### src/sv/cpn_pkg.sv
// Shared constants and the beat type carried along the cell chain.
package cpn_pkg;

    localparam int SampleWidth  = 16;
    localparam int FractionBits = 15;
    localparam int OutBits      = FractionBits + 1;
    localparam int ProdWidth    = 2 * SampleWidth;
    localparam int MagWidth     = ProdWidth;
    localparam int RadWidth     = 2 * MagWidth;
    localparam int RemWidth     = MagWidth + 3;
    localparam int DivWidth     = MagWidth + 1;
    localparam int SqrtCells    = MagWidth;
    localparam int DivCells     = FractionBits + 1;

    typedef struct packed {
        logic                nre;
        logic                nim;
        logic [MagWidth-1:0] are;
        logic [MagWidth-1:0] aim;
        logic [RadWidth-1:0] rad;
        logic [RemWidth-1:0] rem;
        logic [MagWidth-1:0] root;
        logic [DivWidth-1:0] dre;
        logic [DivWidth-1:0] dim;
        logic [OutBits-1:0]  qre;
        logic [OutBits-1:0]  qim;
    } t_beat;

endpackage

### src/sv/cpn_back.sv
// Output stage: rounding, sign, saturation and the zero-magnitude case.
module cpn_back (
    input  logic                              i_clk,
    input  logic                              i_rst_n,
    input  logic                              i_valid,
    output logic                              o_ready,
    input  cpn_pkg::t_beat                    i_beat,
    output logic                              o_valid,
    input  logic                              i_ready,
    output logic [cpn_pkg::OutBits-1:0]      o_phase_re,
    output logic [cpn_pkg::OutBits-1:0]      o_phase_im,
    output logic                              o_zero
);
    import cpn_pkg::*;

    localparam logic [OutBits:0] PosMax = (OutBits+1)'((1 << FractionBits) - 1);
    localparam logic [OutBits:0] NegMax = (OutBits+1)'(1 << FractionBits);

    logic                r_valid;
    logic [OutBits-1:0]  r_re, r_im;
    logic                r_zero;
    logic [DivWidth-1:0] den;
    logic [OutBits:0]    qr_re, qr_im;
    logic [OutBits-1:0]  n_re, n_im;
    logic                zero;

    function automatic logic [OutBits-1:0] finish(input logic neg, input logic [OutBits:0] q);
        logic [OutBits:0] s;
        begin
            s = q;
            if (neg) begin
                if (s > NegMax) s = NegMax;
                s = -s;
            end else if (s > PosMax) begin
                s = PosMax;
            end
            finish = s[OutBits-1:0];
        end
    endfunction

    assign den   = {1'b0, i_beat.root};
    assign zero  = i_beat.root == '0;
    assign qr_re = {1'b0, i_beat.qre} + (OutBits+1)'(i_beat.dre >= den);
    assign qr_im = {1'b0, i_beat.qim} + (OutBits+1)'(i_beat.dim >= den);
    assign n_re  = zero ? '0 : finish(i_beat.nre, qr_re);
    assign n_im  = zero ? '0 : finish(i_beat.nim, qr_im);

    assign o_ready    = !r_valid || i_ready;
    assign o_valid    = r_valid;
    assign o_phase_re = r_re;
    assign o_phase_im = r_im;
    assign o_zero     = r_zero;

    always_ff @(posedge i_clk) begin
        if (!i_rst_n) begin
            r_valid <= 1'b0;
        end else if (o_ready) begin
            r_valid <= i_valid;
        end
    end

    always_ff @(posedge i_clk) begin
        if (o_ready && i_valid) begin
            r_re   <= n_re;
            r_im   <= n_im;
            r_zero <= zero;
        end
    end

endmodule

### config.mk
export PLATFORM = sky130hd
export DESIGN_NAME = cpn_back
export DESIGN_NICKNAME = d
export VERILOG_FILES = /design/src/sv/cpn_pkg.sv /design/src/sv/cpn_back.sv
export SDC_FILE = /design/constraint.sdc
export NUM_CORES = 1
export LEC_CHECK = 0
export BUFFER_PORTS_ARGS = -buffer_cell sky130_fd_sc_hd__buf_2
export CORE_AREA = 2 2 129 131
export CTS_CLUSTER_DIAMETER = 30
export CTS_CLUSTER_SIZE = 25
export DETAILED_ROUTE_END_ITERATION = 10
export DIE_AREA = 0 0 131 133
export PLACE_DENSITY = 0.59
export SETUP_SLACK_MARGIN = 0.2
export SYNTH_ARGS = -nofsm -noshare
export SYNTH_HDL_FRONTEND = slang
export SYNTH_SLANG_ARGS = --single-unit
### constraint.sdc
create_clock -name i_clk -period 5.5 [get_ports i_clk]
set_input_delay 0.275 -clock i_clk [delete_from_list [all_inputs] [get_ports i_clk]]
set_output_delay 0.275 -clock i_clk [all_outputs]
set_load 0.1 [all_outputs]
[Word level (Yosys, flattened, before mapping)]
Cells that the tools add are included.
Cells by class
  $add $sub $neg: 4
  $lt $le $gt $ge: 6
  muxes and demuxes: 8
  reduce and logical (&&, ||, !) cells: 4
Operators by type and width (count)
  $mux 16: 8
  $ge 33x32->1: 2
  $add 16x1->17: 2
  $gt 17x15->1 const B: 2
  $gt 17x16->1 const B: 2
  $logic_not 32->1: 1
  $neg 16->16: 2
  $logic_and 1x1->1: 1
  $logic_not 1->1: 1
  $logic_or 1x1->1: 1
Word-level totals
  register bits after elaboration: 34
  output and inout bits: 35
  word-level logic and storage cells: 26

[Longest topological paths before layout]
Gate-level depths: netlist (run 1).
  word-level depth: 7
  gate-level depth with buffers: 28
  mapped depth without buffers: 26

[Least setup slack after synthesis (run 1)]
No wires, ideal clock.
  path kind: input to register
  start: in i_beat[126] (netlist bit)
  end: reg r_re[14] (netlist: o_phase_re[14]) (data pin)
  setup time: 275 ps
  arrival: 4809 ps
  data required time: 5225 ps
  slack: 416 ps
  stages: 25
  path through: inv_1 > ha_1 > nand4_1 > or2_2 > nor4_1 > nand4_1 > nor4_1 > nor4_1 > a31oi_1 > ha_1 > ha_1 > or2_2 > a221oi_1 > nand4_1 > or2_1 > buf_2 > o41ai_4 > buf_6 > nand2_1 > ha_1 > clkbuf_1 > o21a_4 > a21boi_1 > xnor2_1 > a211oi_1
On the way
  word-level cells in the longest chain between the ends: 7
  elaborated cells on any way between the ends: 10
RTL lines
  start: declaration: RTL line cpn_back.sv:7  | input cpn_pkg::t_beat i_beat,
  $ge 33x32->1: RTL line cpn_back.sv:43  | assign qr_re = {1'b0, i_beat.qre} + (OutBits+1)'(i_beat.dre >= den);
  $add 16x1->17: RTL line cpn_back.sv:43
  $gt 17x16->1: RTL line cpn_back.sv:32  | if (s > NegMax) s = NegMax;
  $mux 16: RTL line cpn_back.sv:32
  $mux 16: RTL line cpn_back.sv:31  | if (neg) begin
  $neg 16->16: RTL line cpn_back.sv:33  | s = -s;
  $mux 16: RTL line cpn_back.sv:31
  end signal: assignment: RTL line cpn_back.sv:64  | r_re <= n_re;
  end: declaration: RTL line cpn_back.sv:20  | logic [OutBits-1:0] r_re, r_im;
Parallel ways exist; a longest one is shown, timed or not. The select of a mux whose other input is x is not followed.
A chain may end at the register's enable or synchronous reset.

[Worst setup path after layout (run 1)]
  start: in i_beat[128] (netlist bit)
  end: reg r_re[12] (netlist: o_phase_re[12]) (data pin)
The elaborated chain is that of the path after synthesis.

==> flow_summary.json, run 1 <==
{
  "r2r_start": "o_valid",
  "synth_top_family_by_area": "simple AND/OR/NAND/NOR gates",
  "syn_nets": 957,
  "start_util_pct": 30.3,
  "multi_input_area_um2": 3820,
  "hold_start": "i_valid",
  "syn_inst": 588,
  "synth_ff_type": "edfxtp_1",
  "viasPerCell": 5.06,
  "slew_headroom_pct": 64.3,
  "synthSimpleGateAreaFrac_pct": 24.7,
  "row_count": 47,
  "ff2ff_setup_slack_ns": 4.19,
  "drtIter0Drc": 225,
  "slowest_stage": "o41ai_4",
  "clk_latency_ns": 0.28,
  "synth.area.mux_share_pct": 3.02,
  "cts.hold.buffers_added": 0,
  "crit_start": "i_beat[128]",
  "detailed_place.area_um2": 6460,
  "outcome": "completed",
  "antenna_cells": 0,
  "setup_slack_ns": 0.473,
  "fmax_mhz": 199,
  "period_needed_ns": 5.03,
  "yosysUniqueCellTypes": 84,
  "ys_warn_count": 0,
  "cts_tree": "built",
  "nets": 1199,
  "synth_xor_area_share_pct": 5.37,
  "power-per-cell-area_nw_per_um2": 172,
  "routedWlPerCell_um": 15.8,
  "dp_slack_ns": -0.587,
  "dpl.hpwl_um": 13600,
  "grt_setup_unrepaired": "false",
  "holdCritPathClass": "in2reg",
  "critPathBufInv": 7,
  "via_count": 5318,
  "path_max_fanout": 4,
  "groute.usage.overall_pct": 18.5,
  "ys_seq_area_share_pct": 20.7,
  "path_delay_family": "simple AND/OR/NAND/NOR gates",
  "grt_start_max_net_pins": 34,
  "core_area_um2": 16200,
  "grt-ovfl-total": 0,
  "ff_latch_area_um2": 1010,
  "cp-end-kind": "flip-flop",
  "critPathLaunchType": "input port",
  "cp_data_arrival_time_ns": 5.03,
  "met3_length_um": 1240,
  "path_clk_slew_ns": 0.06,
  "cp_common_cell": "buf_4",
  "finalCritPeriodShare_pct": 91.4,
  "wl_met1_um": 7860,
  "cellLeakagePower_nw": 3.13,
  "synth_edf_count": 33,
  "gp_congestion": 0.892,
  "final_layout_size_suffix_gt1_share_pct": 40.3,
  "final-max-slew-violation-count": 0,
  "fill_cells": 1659,
  "clockBufferDepth": 2,
  "drc": 0,
  "clock-sinks": 34,
  "peakVddDrop_mv": 0.0958,
  "root_buffer": "clkbuf_16",
  "antenna_found_initial": 2,
  "synthArstFlopShare_pct": 0,
  "worstPathRequired_ns": 5.51,
  "synth-seq-cells": 34,
  "cts.htree.levels": 2,
  "die_area_um2": 17400,
  "utilization_pct": 42.9,
  "first_pass_iters": 4,
  "finalSetupTns_ns": 0,
  "top_layer": "met5",
  "synth.avg_cell_area_um2": 8.32,
  "portBuffers": 170,
  "path_class": "in2reg",
  "worst_pin_slew_ns": 0.530,
  "synth_adder_area_share_pct": 17.9,
  "hold_violations": 0,
  "grt_pass1_vias": 5000,
  "fp.dieW_um": 131,
  "cap_violations": 0,
  "wl_met2_um": 7250,
  "drtAntennaViolNets": 0,
  "fin_area_um2": 6940,
  "netlist_area_um2": 4890,
  "synth_compound_area_share_pct": 22.3,
  "grt_pass1_wl_um": 25400,
  "whs_ns": 0.239,
  "ios": 334,
  "wirelength_um": 16600,
  "cpPeakStageDelay_ns": 0.33,
  "die_h_um": 133,
  "finalSetupViolCount": 0,
  "finalClockSkew_ns": 0.00506,
  "area_delta_synth_final_pct": 41.8,
  "cts_buffers": 5
}
power by group:
group	switching, W	internal, W
clock network	0.000116	0.000167
logic	0.000377	0.000218
registers	0.00000572	0.000312
total	0.000499	0.000696
cells by family (layout without fill, tap and decap cells):
family          Yosys count  count (layout)
flops                    34              34
xor+xnor                 30              30
compound gates          159             159
mux                      13              13
simple gates            213             213
fa+ha+maj                70              70
buf+inv                  69             312
what timing repair did:
| item | CTS | global route |
|---|---|---|
| endpoints found under the setup margin | 8 | 14 |
| setup buffers | 12 | 3 |
| resized for setup | 9 | 33 |
| pin swaps | 9 | 12 |
| gates cloned | 0 | 0 |
worst paths after layout:
check | end | cells past startpoint
setup reg to reg | o_phase_re[13] | 3
hold reg to reg | o_valid | 2
setup / recovery | o_phase_re[12] | 28
hold / removal | o_valid | 3
placed cells by master, fill, tap and decap left out, types with 3 or more instances in the layout:
cell       instances
nor2b_1            7
nand2_1           35
nor3_1            19
a21o_1            14
ha_1              60
inv_2              3
and2_1             4
inv_1             39
ha_4               7
a211oi_1           7
nor3_2             4
xor2_1            11
mux2_4             3
clkbuf_16          5
o21ai_0           26
o21ai_1            5
xnor2_1           19
or2_4              3
nor4_1            13
nand3_1           26
o211ai_1           3
a211o_1            3
o21a_1             6
mux2i_1            7
a21oi_1           48
nand2b_1           6
edfxtp_1          33
nand4_4            3
o31ai_1            3
a211oi_2           5
buf_4             92
buf_2            170
and3_1             4
nor2_1            33
ha_2               3
nand4_1           29
synth_stat cells, types with 10 or more instances:
cell type  number  share of area [%]
a211oi_1       10                1.5
a21o_1         14                2.1
a21oi_1        48                4.9
buf_2          10                1.0
clkbuf_1       11               0.84
edfxtp_1       33                 20
ha_1           70                 18
inv_1          42                3.2
nand2_1        36                2.8
nand3_1        27                2.8
nand4_1        29                3.7
nor2_1         35                2.7
nor3_1         19                1.9
nor4_1         15                1.9
o21ai_0        29                3.0
xnor2_1        19                3.4
xor2_1         11                2.0
routing by layer:
layer	global-route usage [%]	vias to the layer above
met5	0	-
met4	3.49	4
met3	4.00	18
met2	28.9	162
met1	26.4	2417
li1	-	2717
registers in the layout, summed over array words and instances, names as in the netlist:
| name | cells |
|---|---|
| o_valid | 1 |
| o_phase_im | 16 |
| o_zero | 1 |
| o_phase_re | 16 |
tightest hold or removal path, cell delays in order:
cell      delay (ns)
buf_2           0.10
inv_1           0.04
a21boi_0        0.06
cell type report:
type	count	area share, %
clock buffers	6	1.86
clock inverters	2	0.144
inverters	42	2.27
multi-input cells	485	55.0
flip-flops and latches	34	14.6
well taps	220	3.97
repair buffers	262	22.2
through the flow:
stage | total power [W] | std cells
after floorplan | 0.000691 | 588
after global placement | 0.000872 | 1028
after detailed placement | 0.000876 | 1028
after CTS | 0.00117 | 1048
after global routing | 0.00126 | 1051
final | 0.00119 | 1051
Note: power is estimated with default switching activity, not from simulation.
==> inputs of run 2 (changes only) <==
- ABC_AREA: default -> 1
- CORE_AREA: 2 2 129 131 -> 2 2 128 130
- DIE_AREA: 0 0 131 133 -> 0 0 130 132
- PLACE_DENSITY: 0.59 -> 0.61
==> run 2 against run 1 <==
  * Register-to-register slack lost 0.21 ns
  * Clock power shrank 6%
  * Non-clock buffer count shrank 91
  * Sequential share of layout area grew 1.4 points
  * Critical path depth grew 5
  * Fmax grew 7.0%
  * Critical endpoint is now o_phase_re[6]
==> flow_summary.json, run 2 <==
{
  "outcome": "completed",
  "fmax_mhz": 213,
  "synthSimpleGateAreaFrac_pct": 34.5,
  "cpPeakStageDelay_ns": 0.30,
  "routedWlPerCell_um": 14.1,
  "cts_tree": "built",
  "antenna_cells": 0,
  "path_clk_slew_ns": 0.05,
  "finalSetupViolCount": 0,
  "root_buffer": "clkbuf_16",
  "critPathLaunchType": "input port",
  "synth_edf_count": 33,
  "dpl.hpwl_um": 14000,
  "synth_top_area_cell": "edfxtp_1",
  "ff_latch_area_um2": 1010,
  "hold_violations": 0,
  "peakVddDrop_mv": 0.134,
  "synth-seq-cells": 34,
  "path_class": "in2reg",
  "synth_ff_type": "edfxtp_1",
  "grt_pass1_vias": 5227,
  "die_area_um2": 17200,
  "nets": 1306,
  "viasPerCell": 4.86,
  "clk_latency_ns": 0.27,
  "fp.dieW_um": 130,
  "synth_adder_area_share_pct": 17.1,
  "cts_buffers": 5,
  "finalSetupTns_ns": 0,
  "synth_top_family_by_area": "simple AND/OR/NAND/NOR gates",
  "area_delta_synth_final_pct": 23.4,
  "slew_headroom_pct": 29.4,
  "ys_top_cells_by_area": "edfxtp_1 (19%), ha_1 (17%), nand2_1 (14%), inv_1 (8.9%), nand3_1 (5.4%)",
  "finalCritPeriodShare_pct": 85.4,
  "yosysUniqueCellTypes": 46,
  "synth_most_common_cell": "nand2_1",
  "layout_commonest_cell": "nand2_1",
  "ys_seq_area_share_pct": 19.8,
  "synth.area.mux_share_pct": 0,
  "cellLeakagePower_nw": 3.34,
  "groute.usage.overall_pct": 18.9,
  "switchingPower_w": 0.000476,
  "antenna_found_initial": 1,
  "cp_data_arrival_time_ns": 4.71,
  "period_needed_ns": 4.70,
  "slowest_stage": "or2_2",
  "ios": 334,
  "pwr-share-clk_pct": 23.9,
  "start_util_pct": 32.6,
  "drtAntennaViolNets": 0,
  "synth.avg_cell_area_um2": 6.62,
  "cap_violations": 0,
  "final_layout_size_suffix_gt1_share_pct": 24.7,
  "multi_input_area_um2": 3550,
  "cts_resized": 0,
  "drc": 0,
  "post_cts_buffers": 0,
  "gp_congestion": 0.870,
  "portBuffers": 170,
  "holdCritPathClass": "in2reg",
  "combPwrFrac_pct": 47.5,
  "drtIter0Drc": 441,
  "cp-end-kind": "flip-flop",
  "via_count": 5609,
  "ys_warn_count": 0,
  "cts.htree.levels": 2,
  "clockBufferDepth": 2,
  "power-per-cell-area_nw_per_um2": 176,
  "fill_cells": 1755,
  "cts.hold.buffers_added": 0,
  "post-synth-top-area-fraction_pct": 19.4,
  "netlist_area_um2": 5120,
  "syn_nets": 1142,
  "final_cell_mix": "nand2_1 (193), buf_2 (170), inv_1 (122)",
  "dpl.cell_count": 1146,
  "clock-sinks": 34,
  "wirelength_um": 16200,
  "first_pass_iters": 6,
  "path_max_fanout": 24,
  "synth_xor_area_share_pct": 1.86,
  "cp_common_cell": "nand2_1",
  "final-max-slew-violation-count": 0,
  "worst_pin_slew_ns": 1.06,
  "row_count": 46,
  "switching_share_pct": 42.9,
  "p_int_w": 0.000633,
  "final_cells": 1154,
  "grt_pass1_wl_um": 25900,
  "die_h_um": 132,
  "ys_top_cells_by_count": "nand2_1 (193), inv_1 (122), ha_1 (70)",
  "core_area_um2": 15700,
  "grt-ovfl-total": 0,
  "syn_inst": 773,
  "seq_power_share_pct": 28.6,
  "grt_setup_unrepaired": "false",
  "finalClockSkew_ns": 0.00804,
  "synthArstFlopShare_pct": 0,
  "synth_compound_area_share_pct": 15.5,
  "worstPathRequired_ns": 5.52,
  "grt_start_max_net_pins": 34
}
## run 2: through the flow
step | total power [W] | area [um^2] | hold slack [ns] | worst slack [ns] | utilization (%)
floorplan | 0.000703 | 5120 | 0.429 | 1.32 | -
global placement | 0.000843 | 6170 | 0.537 | 0.519 | 39.3
detailed placement | 0.000848 | 6170 | 0.539 | 0.481 | 39.3
CTS | 0.00111 | 6310 | 0.257 | 0.748 | 40.2
global route | 0.00119 | 6310 | 0.258 | 0.366 | 40.2
finish | 0.00111 | 6310 | 0.260 | 0.802 | 40.2
## run 2: kinds of logic (layout without fill, tap and decap cells)
kind of cell / count (synthesis) / in the layout
flip-flops: 34 / 34
AO/OA/AOI/OAI: 131 / 131
adder cells (fa/ha/maj): 70 / 70
AND/OR/NAND/NOR: 385 / 385
XOR/XNOR: 10 / 10
buffers and inverters: 143 / 308
## run 2: layout make-up
class	instances	area share [%]
Sequential cell	34	16.0
Inverter	129	7.67
Tap cell	216	4.28
Multi-Input combinational cell	596	56.2
Clock inverter	2	0.218
Clock buffer	6	2.04
Timing Repair Buffer	171	13.6
## run 2: worst paths after layout
kind,from,to,slack [ns],cells after the start
setup / recovery,i_beat[106],o_phase_re[6],0.80,33
hold / removal,i_rst_n,o_valid,0.26,2
setup reg to reg,o_valid,o_phase_im[9],3.98,1
hold reg to reg,o_valid,o_valid,0.54,2
## run 2: power groups by stage
stage                     clock network (W)  registers [W]  logic (W)
after floorplan                           0       0.000465   0.000239
after global placement                    0       0.000322   0.000521
after detailed placement                  0       0.000322   0.000526
after CTS                          0.000270       0.000317   0.000528
after global routing               0.000283       0.000319   0.000585
final                              0.000265       0.000317   0.000527
## run 2: critical path, delay by kind of cell
| family | cells | cell delay (ns) |
|---|---|---|
| buf+inv | 4 | 0.30 |
| simple gates | 21 | 2.28 |
| compound gates | 4 | 0.76 |
| fa+ha+maj | 4 | 1.06 |
## run 2: layer usage
metal	up-vias	GRT usage, %	share of wire (%)
li1	2928	-	-
met1	2481	26.5	48
met2	188	30.7	44
met3	10	3.81	7.4
met4	2	2.27	0.62
met5	-	0	0.080
