===== src/sv/cpn_pkg.sv =====
// Shared constants and the beat type carried along the cell chain.
package cpn_pkg;

    localparam int SampleWidth  = 16;
    localparam int FractionBits = 15;
    localparam int OutBits      = FractionBits + 1;
    localparam int ProdWidth    = 2 * SampleWidth;
    localparam int MagWidth     = ProdWidth;
    localparam int RadWidth     = 2 * MagWidth;
    localparam int RemWidth     = MagWidth + 3;
    localparam int DivWidth     = MagWidth + 1;
    localparam int SqrtCells    = MagWidth;
    localparam int DivCells     = FractionBits + 1;

    typedef struct packed {
        logic                nre;
        logic                nim;
        logic [MagWidth-1:0] are;
        logic [MagWidth-1:0] aim;
        logic [RadWidth-1:0] rad;
        logic [RemWidth-1:0] rem;
        logic [MagWidth-1:0] root;
        logic [DivWidth-1:0] dre;
        logic [DivWidth-1:0] dim;
        logic [OutBits-1:0]  qre;
        logic [OutBits-1:0]  qim;
    } t_beat;

endpackage


===== src/sv/cpn_sqrt_cell.sv =====
// Square-root cell: settles one bit of the floor square root.
module cpn_sqrt_cell (
    input  logic           i_clk,
    input  logic           i_rst_n,
    input  logic           i_valid,
    output logic           o_ready,
    input  cpn_pkg::t_beat i_beat,
    output logic           o_valid,
    input  logic           i_ready,
    output cpn_pkg::t_beat o_beat
);
    import cpn_pkg::*;

    logic                r_valid;
    t_beat               r_beat;
    t_beat               n_beat;
    logic [RemWidth-1:0] rem_t;
    logic [RemWidth-1:0] trial;

    assign o_ready = !r_valid || i_ready;
    assign o_valid = r_valid;
    assign o_beat  = r_beat;

    assign rem_t = {i_beat.rem[RemWidth-3:0], i_beat.rad[RadWidth-1 -: 2]};
    assign trial = {1'b0, i_beat.root, 2'b01};

    always_comb begin
        n_beat     = i_beat;
        n_beat.rad = {i_beat.rad[RadWidth-3:0], 2'b00};
        if (rem_t >= trial) begin
            n_beat.rem  = rem_t - trial;
            n_beat.root = {i_beat.root[MagWidth-2:0], 1'b1};
        end else begin
            n_beat.rem  = rem_t;
            n_beat.root = {i_beat.root[MagWidth-2:0], 1'b0};
        end
    end

    always_ff @(posedge i_clk) begin
        if (!i_rst_n) begin
            r_valid <= 1'b0;
        end else if (o_ready) begin
            r_valid <= i_valid;
        end
    end

    always_ff @(posedge i_clk) begin
        if (o_ready && i_valid) begin
            r_beat <= n_beat;
        end
    end

endmodule


===== config.mk =====
export PLATFORM = sky130hd
export DESIGN_NAME = cpn_sqrt_cell
export DESIGN_NICKNAME = d
export VERILOG_FILES = /design/src/sv/cpn_pkg.sv /design/src/sv/cpn_sqrt_cell.sv
export SDC_FILE = /design/constraint.sdc
export NUM_CORES = 1
export LEC_CHECK = 0
export BUFFER_PORTS_ARGS = -buffer_cell sky130_fd_sc_hd__buf_4
export CAP_MARGIN = 40
export CORE_AREA = 4 4 233 235
export DETAILED_ROUTE_END_ITERATION = 8
export DIE_AREA = 0 0 237 239
export GPL_TIMING_DRIVEN = 0
export PLACE_DENSITY = 0.44
export SYNTH_ARGS = -nofsm -noshare
export SYNTH_HDL_FRONTEND = slang
export SYNTH_SLANG_ARGS = --single-unit

===== constraint.sdc =====
create_clock -name i_clk -period 10.76 [get_ports i_clk]
set_input_delay 0.538 -clock i_clk [delete_from_list [all_inputs] [get_ports i_clk]]
set_output_delay 0.538 -clock i_clk [all_outputs]
set_load 0.1 [all_outputs]

-- After elaboration in Yosys (flattened, before gate mapping)
Cells that the tools add are included.
- register bits after elaboration: 294
- input port bits: 299
- output and inout port bits: 297
- word-level logic and storage cells: 18
- add/subtract/negate cells: 1
- order comparisons: 1
- multiplexer cells: 1
- reduce and logical (&&, ||, !) cells: 3
- operator list (cell ; count):
    $mux 67 ; 1
    $ge 35x34->1 ; 1
    $sub 35x34->35 ; 1
    $logic_and 1x1->1 ; 1
    $logic_not 1->1 ; 1
    $logic_or 1x1->1 ; 1

-- Logic depth before layout (Yosys ltp)
Gate-level depths: netlist of the first run.
- depth after elaboration: 3
- depth in mapped cells: 14
- gate-level depth less buffers: 11

-- Worst setup path after synthesis of the first run
Ideal clock, no wire load.
- path type: register -> register
- start: register r_valid, in the netlist o_valid
- end: register r_beat (netlist bit o_beat[0]) (enable)
- arrival: 8.290 ns
- slack: 1.781 ns
- cell stages (with the launch flop): 3
- period minus slack after synthesis: 8.979 ns
- cell sequence: dfxtp_1 nand2b_1 and2_1
- longest elaborated chain between the ends: 3
- ends and longest elaborated chain (what ; line ; text):
    start: declaration ; cpn_sqrt_cell.sv:14 ; logic r_valid;
    start signal: assignment ; cpn_sqrt_cell.sv:43 ; r_valid <= i_valid;
    $logic_not 1->1 ; cpn_sqrt_cell.sv:20 ; assign o_ready = !r_valid || i_ready;
    $logic_or 1x1->1 ; cpn_sqrt_cell.sv:20 ;
    via o_ready ; cpn_sqrt_cell.sv:6 ; output logic o_ready,
    $logic_and 1x1->1 ; cpn_sqrt_cell.sv:48 ; if (o_ready && i_valid) begin
    end signal: assignment ; cpn_sqrt_cell.sv:49 ; r_beat <= n_beat;
    end: declaration ; cpn_sqrt_cell.sv:15 ; t_beat r_beat;
The timed path passes the listed nets, and every way through them passes these cells.
A chain may end at the register's enable or synchronous reset.

==> metrics.yaml, run 1 <==
outcome:
  outcome: "finished clean"
synth:
  synth.most_common_cell: "sky130_fd_sc_hd__edfxtp_1"
  synth.ff_latch_count: 294
  yosysWarningCount: 0
  ys_seq_area_share_pct: 77.8
  synth.avg_cell_area_um2: 16.7
  netlist_instances: 679
  synth_flop_cell: "sky130_fd_sc_hd__edfxtp_1"
  yosys.cell_types.count: 59
  synth.top_cells.by_area: "sky130_fd_sc_hd__edfxtp_1 78%, sky130_fd_sc_hd__ha_1 3.8%, sky130_fd_sc_hd__xnor2_1 1.6%, sky130_fd_sc_hd__inv_1 1.6%, sky130_fd_sc_hd__nor2_1 1.6%"
  synth.largest_area_cell: "sky130_fd_sc_hd__edfxtp_1"
  edff_count_synth: 293
  postSynth.asyncResetShare_pct: 0
  netlist.area_leader.share_pct: 77.6
  yosys-top-cells-count: "293 x sky130_fd_sc_hd__edfxtp_1, 47 x sky130_fd_sc_hd__inv_1, 47 x sky130_fd_sc_hd__nor2_1, 34 x sky130_fd_sc_hd__ha_1, 32 x sky130_fd_sc_hd__a21oi_1"
  synth.cell_area_mm2: 0.0113
worst_setup_path:
  startpoint_type: "input port"
  timing.critical_path.required_ns: 11.02
  series_of_cell_instances_along_the_critical_path: "buf_4, ha_1, buf_2, nand4_1, nand2b_1, or3_1, a211oi_2, o31ai_2, o21a_1, buf_6, inv_6, buf_4, a21oi_2"
  timing.critical_path.mode_cell: "sky130_fd_sc_hd__buf_4"
  delay_contributed_by_the_slowest_stage_of_the_critical_path_ns: 0.37
  path_max_fanout: 10
  path_delay_family: "buffers and inverters"
  crit_slowest_cell: "sky130_fd_sc_hd__a211oi_2"
  timing.setup.critical_path_class: "in2reg"
  critPathBufInv: 5
  endpoint_kind: "register"
  worstPathArrival_ns: 3.27
  flop_to_flop_setup_slack_ns: 8.64
global_route:
  grt_antenna_before_repair: 12
  grt_pass1_vias: 8452
  grt_usage_pct: 16.3
  first_pass_grt_wire_length_um: 65900
  gr-total-overflow: 0
  grt_max_degree: 61
timing:
  report.final.setup_viol: 0
  timing.clock.skew_ns: 0.0141
  worst_slew_pin_slew_ns: 0.569
  period_share_pct: 28.0
  slew_headroom_pct: 61.8
  rsz0062_at_grt: "no"
  final.min_clock_period_ns: 3.01
  final_max_slew_viol_count: 0
  final-hold-violation-count: 0
  max_frequency_mhz: 333
  total_neg_setup_slack_ns: 0
die:
  floorplan.die_area_mm2: 0.0566
  standard_cell_core_area_mm2: 0.0522
  ios: 596
  overall_die_width_um: 237
  floorplan.initialDensity_pct: 21.7
  die_height_um: 239
  num_rows: 84
clock_tree:
  worstSkewPairLatency_ns: 0.53
  cts_max_level: 2
  cts_post_setup_buffers_inserted: 0
  root_buffer: "sky130_fd_sc_hd__clkbuf_16"
  cts_buffer_depth: 3
  tritoncts: "built"
  cts_buffers: 37
  clkSlewWorstSetupHoldPaths_ns: 0.06
  cts_sinks: 294
  postCtsHoldBufs: 0
  post_cts.resized_instances: 0
place:
  globalplace.congestion: 0.832
  postPlaceCellArea_mm2: 0.0168
  dpl.hpwl_um: 40100
  buffer_ports.inserted: 591
  place.detailed.instances: 1964
drt:
  total_number_of_vias: 8357
  post_drt_wl_per_cell_um: 24.2
  wirelength_um: 49100
  detail_route.first_pass.iterations: 4
  detailedRoute.firstIterationViolations: 330
  final_antenna_net_count: 0
  drt-vias-per-instance: 4.12
  drcViolationCount: 0
power:
  powerDensity_mw_per_mm2: 198
  irDropWorstVdd_uv: 117
  static-leakage-power_nw: 7.48
finish:
  stdcell_area_mm2: 0.0179
  synth_to_layout_area_growth_pct: 58.1
  fraction_of_layout_instances_using_a_drive_strength_above_1_pct: 51.7
  fin_nets: 1648
  final_cell_count_without_fillers: 2028
flow_run:
  max-cap-violations: 0
worst_hold_path:
  worstHoldPathType: "in2reg"
[worst reg2reg max path: stages (launching register included)]
cell,delay (ns)
sky130_fd_sc_hd__dfxtp_1,0.33
sky130_fd_sc_hd__nand2b_1,0.14
sky130_fd_sc_hd__and2_4,0.51
sky130_fd_sc_hd__buf_16,0.37
sky130_fd_sc_hd__buf_16,0.32
[per-layer routing]
| metal | track usage [%] | routed length (µm) |
|---|---|---|
| met1 | 17.3 | 17200 |
| met2 | 30.2 | 26300 |
| met3 | 7.12 | 4670 |
| met4 | 3.17 | 836 |
| met5 | 0 | 117 |
[path summary, 6_finish.rpt]
| kind | start | to | cells past startpoint |
|---|---|---|---|
| hold / removal | i_beat[37] | o_beat[37]$_DFFE_PP_ | 1 |
| setup / recovery | i_beat[152] | o_beat[145]$_DFFE_PP_ | 13 |
| hold reg to reg | o_valid$_SDFFE_PN0N_ | o_valid$_SDFFE_PN0N_ | 2 |
| setup reg to reg | o_valid$_SDFFE_PN0N_ | o_beat[155]$_DFFE_PP_ | 4 |
[layout by cell type (no fill, tap or decap), drive strengths merged, types with 5 or more instances in the layout]
cell / n
a21o: 7
nand2: 28
nand4: 10
o211ai: 5
nor3: 11
clkbuf: 46
buf: 608
inv: 50
o21ai: 29
xor2: 10
and3: 6
xnor2: 21
clkinv: 9
a21oi: 52
edfxtp: 293
ha: 34
nor2: 47
[kinds of logic (layout without fill, tap and decap cells)]
kind of cell	count (synthesis)	count (layout)	synth area share [%]
flops	294	294	77.8
compound gates	128	128	7.85
simple gates	123	123	5.09
buf+inv	61	720	2.45
fa+ha+maj	34	34	3.75
xor+xnor	31	31	2.39
mux	7	7	0.662
other cells	1	3	0.0331
[metrics by stage]
stage	hold slack (ns)	utilization (%)	setup slack (ns)	total power (W)
after detailed placement	0.603	32.1	7.12	0.00239
after floorplan	0.637	-	1.78	0.00212
final	0.179	34.3	7.75	0.00355
after global routing	0.141	34.3	7.55	0.00369
after global placement	0.576	31.9	-1.05	0.00241
after CTS	0.133	34.3	7.69	0.00361
[power breakdown]
| part | total (W) | leakage (nW) | switching, W | internal [W] |
|---|---|---|---|---|
| Combinational | 0.000978 | 4.10 | 0.000743 | 0.000234 |
| Clock | 0.00120 | 0.544 | 0.000493 | 0.000706 |
| Sequential | 0.00138 | 2.84 | 0.0000204 | 0.00136 |
| Total | 0.00355 | 7.48 | 0.00126 | 0.00230 |
[sequential cells by signal, summed over array words and instances, names as in the netlist]
register	flops
o_beat	293
o_valid	1
[area by class of cell]
cell class / instances / area (µm²)
fillers: 5182 / 34300
flip-flops and latches: 294 / 8820
repair buffers: 596 / 4570
multi-input cells: 325 / 2250
clock buffers: 45 / 956
well taps: 688 / 861
clock inverters: 18 / 185
inverters: 48 / 185
plain buffers: 13 / 92.6
diodes: 1 / 2.50
No activity file was read; power rests on OpenSTA's default activity.
==> inputs of run 2 (changes only) <==
Settings changed: CORE_AREA 4 4 233 235 to 4 4 229 231, DIE_AREA 0 0 237 239 to 0 0 233 235, PLACE_DENSITY 0.44 to 0.46.
Clock period 10.76 ns to 2.75 ns, I/O delays scaled along.
==> run 2 against run 1 <==
Effect of this change:
- cell count up 14%
- via count up 15%
- core utilization grew 7.5 points
- global-route usage rose by 1.6 points
- first-iteration DRC count is 5.2% higher
- worst setup slack worse by 7.7 ns
- sequential power grew to 3.9 times the previous value
- critical path type unchanged
- clock skew down 0.0034 ns
- sequential share of layout area down 7.0 points
- critical endpoint is now o_beat[162]$_DFFE_PP_
==> metrics.yaml, run 2 (synthesis results as in run 1) <==
die:
  standard_cell_core_area_mm2: 0.0501  # was 0.0522 mm²
  overall_die_width_um: 233  # was 237 µm
  ios: 596  # unchanged
  floorplan.initialDensity_pct: 22.6  # was 21.7%
  num_rows: 82  # was 84
  floorplan.die_area_mm2: 0.0548  # was 0.0566 mm²
  die_height_um: 235  # was 239 µm
finish:
  ff_latch_area_mm2: 0.00882  # about the same
  final_cell_mix: "594 x sky130_fd_sc_hd__buf_4, 294 x sky130_fd_sc_hd__dlygate4sd3_1, 293 x sky130_fd_sc_hd__edfxtp_1"  # was 595 x sky130_fd_sc_hd__buf_4, 293 x sky130_fd_sc_hd__edfxtp_1, 47 x sky130_fd_sc_hd__inv_1, 47 x sky130_fd_sc_hd__nor2_1, 37 x sky130_fd_sc_hd__clkbuf_16
  final_core_utilization_pct: 41.8  # was 34.3%
  multi_input_area_mm2: 0.00228  # was 0.00225 mm²
  synth_to_layout_area_growth_pct: 84.4  # was 58.1%
  largest_reg_flops: 293  # unchanged
  final_cell_count_without_fillers: 2311  # was 2028
  fraction_of_layout_instances_using_a_drive_strength_above_1_pct: 42.9  # was 51.7%
  fin_nets: 1941  # was 1648
  num-fill-cells: 4718  # was 5182
  layout.cells.most_common: "sky130_fd_sc_hd__buf_4"  # unchanged
clock_tree:
  cts_buffers: 36  # was 37
  cts_buffer_depth: 3  # unchanged
  cts_max_level: 2  # unchanged
  tritoncts: "built"  # unchanged
  worstSkewPairLatency_ns: 0.54  # was 0.53 ns
  root_buffer: "sky130_fd_sc_hd__clkbuf_16"  # unchanged
  clkSlewWorstSetupHoldPaths_ns: 0.05  # was 0.06 ns
  cts_sinks: 294  # unchanged
timing:
  worst_slew_pin_slew_ns: 0.648  # was 0.569 ns
  period_share_pct: 96.4
  final_max_slew_viol_count: 0  # unchanged
  rsz0062_at_grt: "no"  # unchanged
  final-hold-violation-count: 0  # unchanged
  final.min_clock_period_ns: 2.65
  timing.clock.skew_ns: 0.0108  # was 0.0141 ns
  slew_headroom_pct: 56.5  # was 61.8%
  max_frequency_mhz: 377
  report.final.setup_viol: 0  # unchanged
drt:
  drt-vias-per-instance: 4.14  # was 4.12
  drcViolationCount: 0  # unchanged
  final_antenna_net_count: 0  # unchanged
  wirelength_um: 51200  # was 49100 µm
  detail_route.first_pass.iterations: 4  # unchanged
  total_number_of_vias: 9574  # was 8357
  post_drt_wl_per_cell_um: 22.2  # was 24.2 µm
  detailedRoute.firstIterationViolations: 347  # was 330
outcome:
  outcome: "finished clean"  # unchanged
worst_setup_path:
  timing.setup.critical_path_class: "in2reg"  # unchanged
  critPathCapture: "o_beat[162]$_DFFE_PP_"  # was o_beat[145]$_DFFE_PP_
  path_max_fanout: 10  # unchanged
  r2r_end: "o_beat[223]$_DFFE_PP_"  # was o_beat[155]$_DFFE_PP_
  startpoint_type: "input port"  # unchanged
  flop_to_flop_setup_slack_ns: 0.42  # was 8.64 ns
  endpoint_kind: "register"  # unchanged
  timing.critical_path.required_ns: 3.03  # was 11.02 ns
  worst-r2r-cell-count: 5  # was 4
  worstPathArrival_ns: 2.93  # was 3.27 ns
  setup.worst_path.start: "i_beat[228]"  # was i_beat[152]
  r2r_start: "o_valid$_SDFFE_PN0N_"  # unchanged
place:
  buffer_ports.inserted: 591  # unchanged
  dpl.hpwl_um: 39700  # was 40100 µm
  place.detailed.instances: 1948  # was 1964
  globalplace.congestion: 0.833  # was 0.832
power:
  post-layout-total-power_w: 0.0143  # was 0.00355 W
  powerDensity_mw_per_mm2: 682  # was 198 mW/mm²
  static-leakage-power_nw: 8.74  # was 7.48 nW
  irDropWorstVdd_uv: 376  # was 117 µV
global_route:
  first_pass_grt_wire_length_um: 71900  # was 65900 µm
  grt_max_degree: 58  # was 61
  gr-total-overflow: 0  # unchanged
  grt_pass1_vias: 10300  # was 8452
  grt_usage_pct: 17.9  # was 16.3%
  grt_antenna_before_repair: 10  # was 12
worst_hold_path:
  worstHoldPathType: "in2reg"  # unchanged
flow_run:
  max-cap-violations: 0  # unchanged
run 2: cell count changes in the layout (fill, tap and decap cells not counted), sizes merged:
cell and change:
clkbuf -4, clkinv +7, clkinvlp -3, diode +5
dlygate4sd3 +294
run 2: critical path: stages:
cell and delay, ns:
sky130_fd_sc_hd__dlygate4sd3_1 0.53, sky130_fd_sc_hd__buf_4 0.12, sky130_fd_sc_hd__o21a_1 0.16, sky130_fd_sc_hd__o211ai_1 0.17
sky130_fd_sc_hd__a311o_1 0.46, sky130_fd_sc_hd__a211oi_4 0.41, sky130_fd_sc_hd__o31ai_4 0.10, sky130_fd_sc_hd__o21a_1 0.20
sky130_fd_sc_hd__buf_6 0.16, sky130_fd_sc_hd__inv_8 0.12, sky130_fd_sc_hd__mux2_2 0.34
run 2: metal layers:
metal | part of all wire (%) | wire length (µm) | global-route usage (%) | vias up
li1 | - | - | - | 4450
met1 | 36 | 18600 | 19.4 | 4654
met2 | 51 | 26200 | 32.3 | 369
met3 | 8.0 | 4080 | 5.47 | 93
met4 | 4.4 | 2260 | 7.37 | 8
met5 | 0.11 | 58 | 0 | -
run 2: where the power goes:
| part | leakage [nW] | internal (W) | switching [W] | total [W] |
|---|---|---|---|---|
| Combinational | 5.34 | 0.00120 | 0.00302 | 0.00422 |
| Sequential | 2.84 | 0.00531 | 0.0000860 | 0.00540 |
| Clock | 0.558 | 0.00271 | 0.00194 | 0.00464 |
| Total | 8.74 | 0.00922 | 0.00504 | 0.0143 |
run 2: layout make-up:
class	count	area share (%)
antenna	6	0.0718
buffer	12	0.473
clock buffer	41	4.40
clock inverter	22	1.04
inverter	48	0.898
multi-input combinational	325	10.9
sequential	294	42.2
tap	672	4.02
timing repair buffer	891	36.0
run 2: through the flow:
step	setup TNS, ns	setup slack, ns	area [µm²]	hold WS [ns]
global placement	-362.78	-1.23	16600	0.316
floorplan	-165.77	-0.566	11400	0.236
CTS	0	0.0440	20900	0.131
finish	0	0.0998	20900	0.184
detailed placement	-14.06	-0.478	16800	0.317
global route	0	0.0150	20900	0.222
run 2: worst min path at each step:
stage,to,cells past startpoint,startpoint
6_report,o_beat[134]$_DFFE_PP_,4,i_beat[132]
4_1_cts,o_beat[134]$_DFFE_PP_,4,i_beat[132]
5_1_grt,o_beat[143]$_DFFE_PP_,4,i_beat[141]
2_1_floorplan,o_beat[0]$_DFFE_PP_,0,i_beat[0]
3_5_place_dp,o_beat[205]$_DFFE_PP_,1,i_beat[203]
3_3_place_gp,o_beat[14]$_DFFE_PP_,1,i_beat[14]
run 2: what timing repair did:
item / in CTS / in global routing
gates resized for setup: 0 / 10
setup endpoints to repair: 0 / 27
endpoints found under the hold margin: 293 / 0
buffers inserted: 0 / 1
hold buffers: 294 / 0
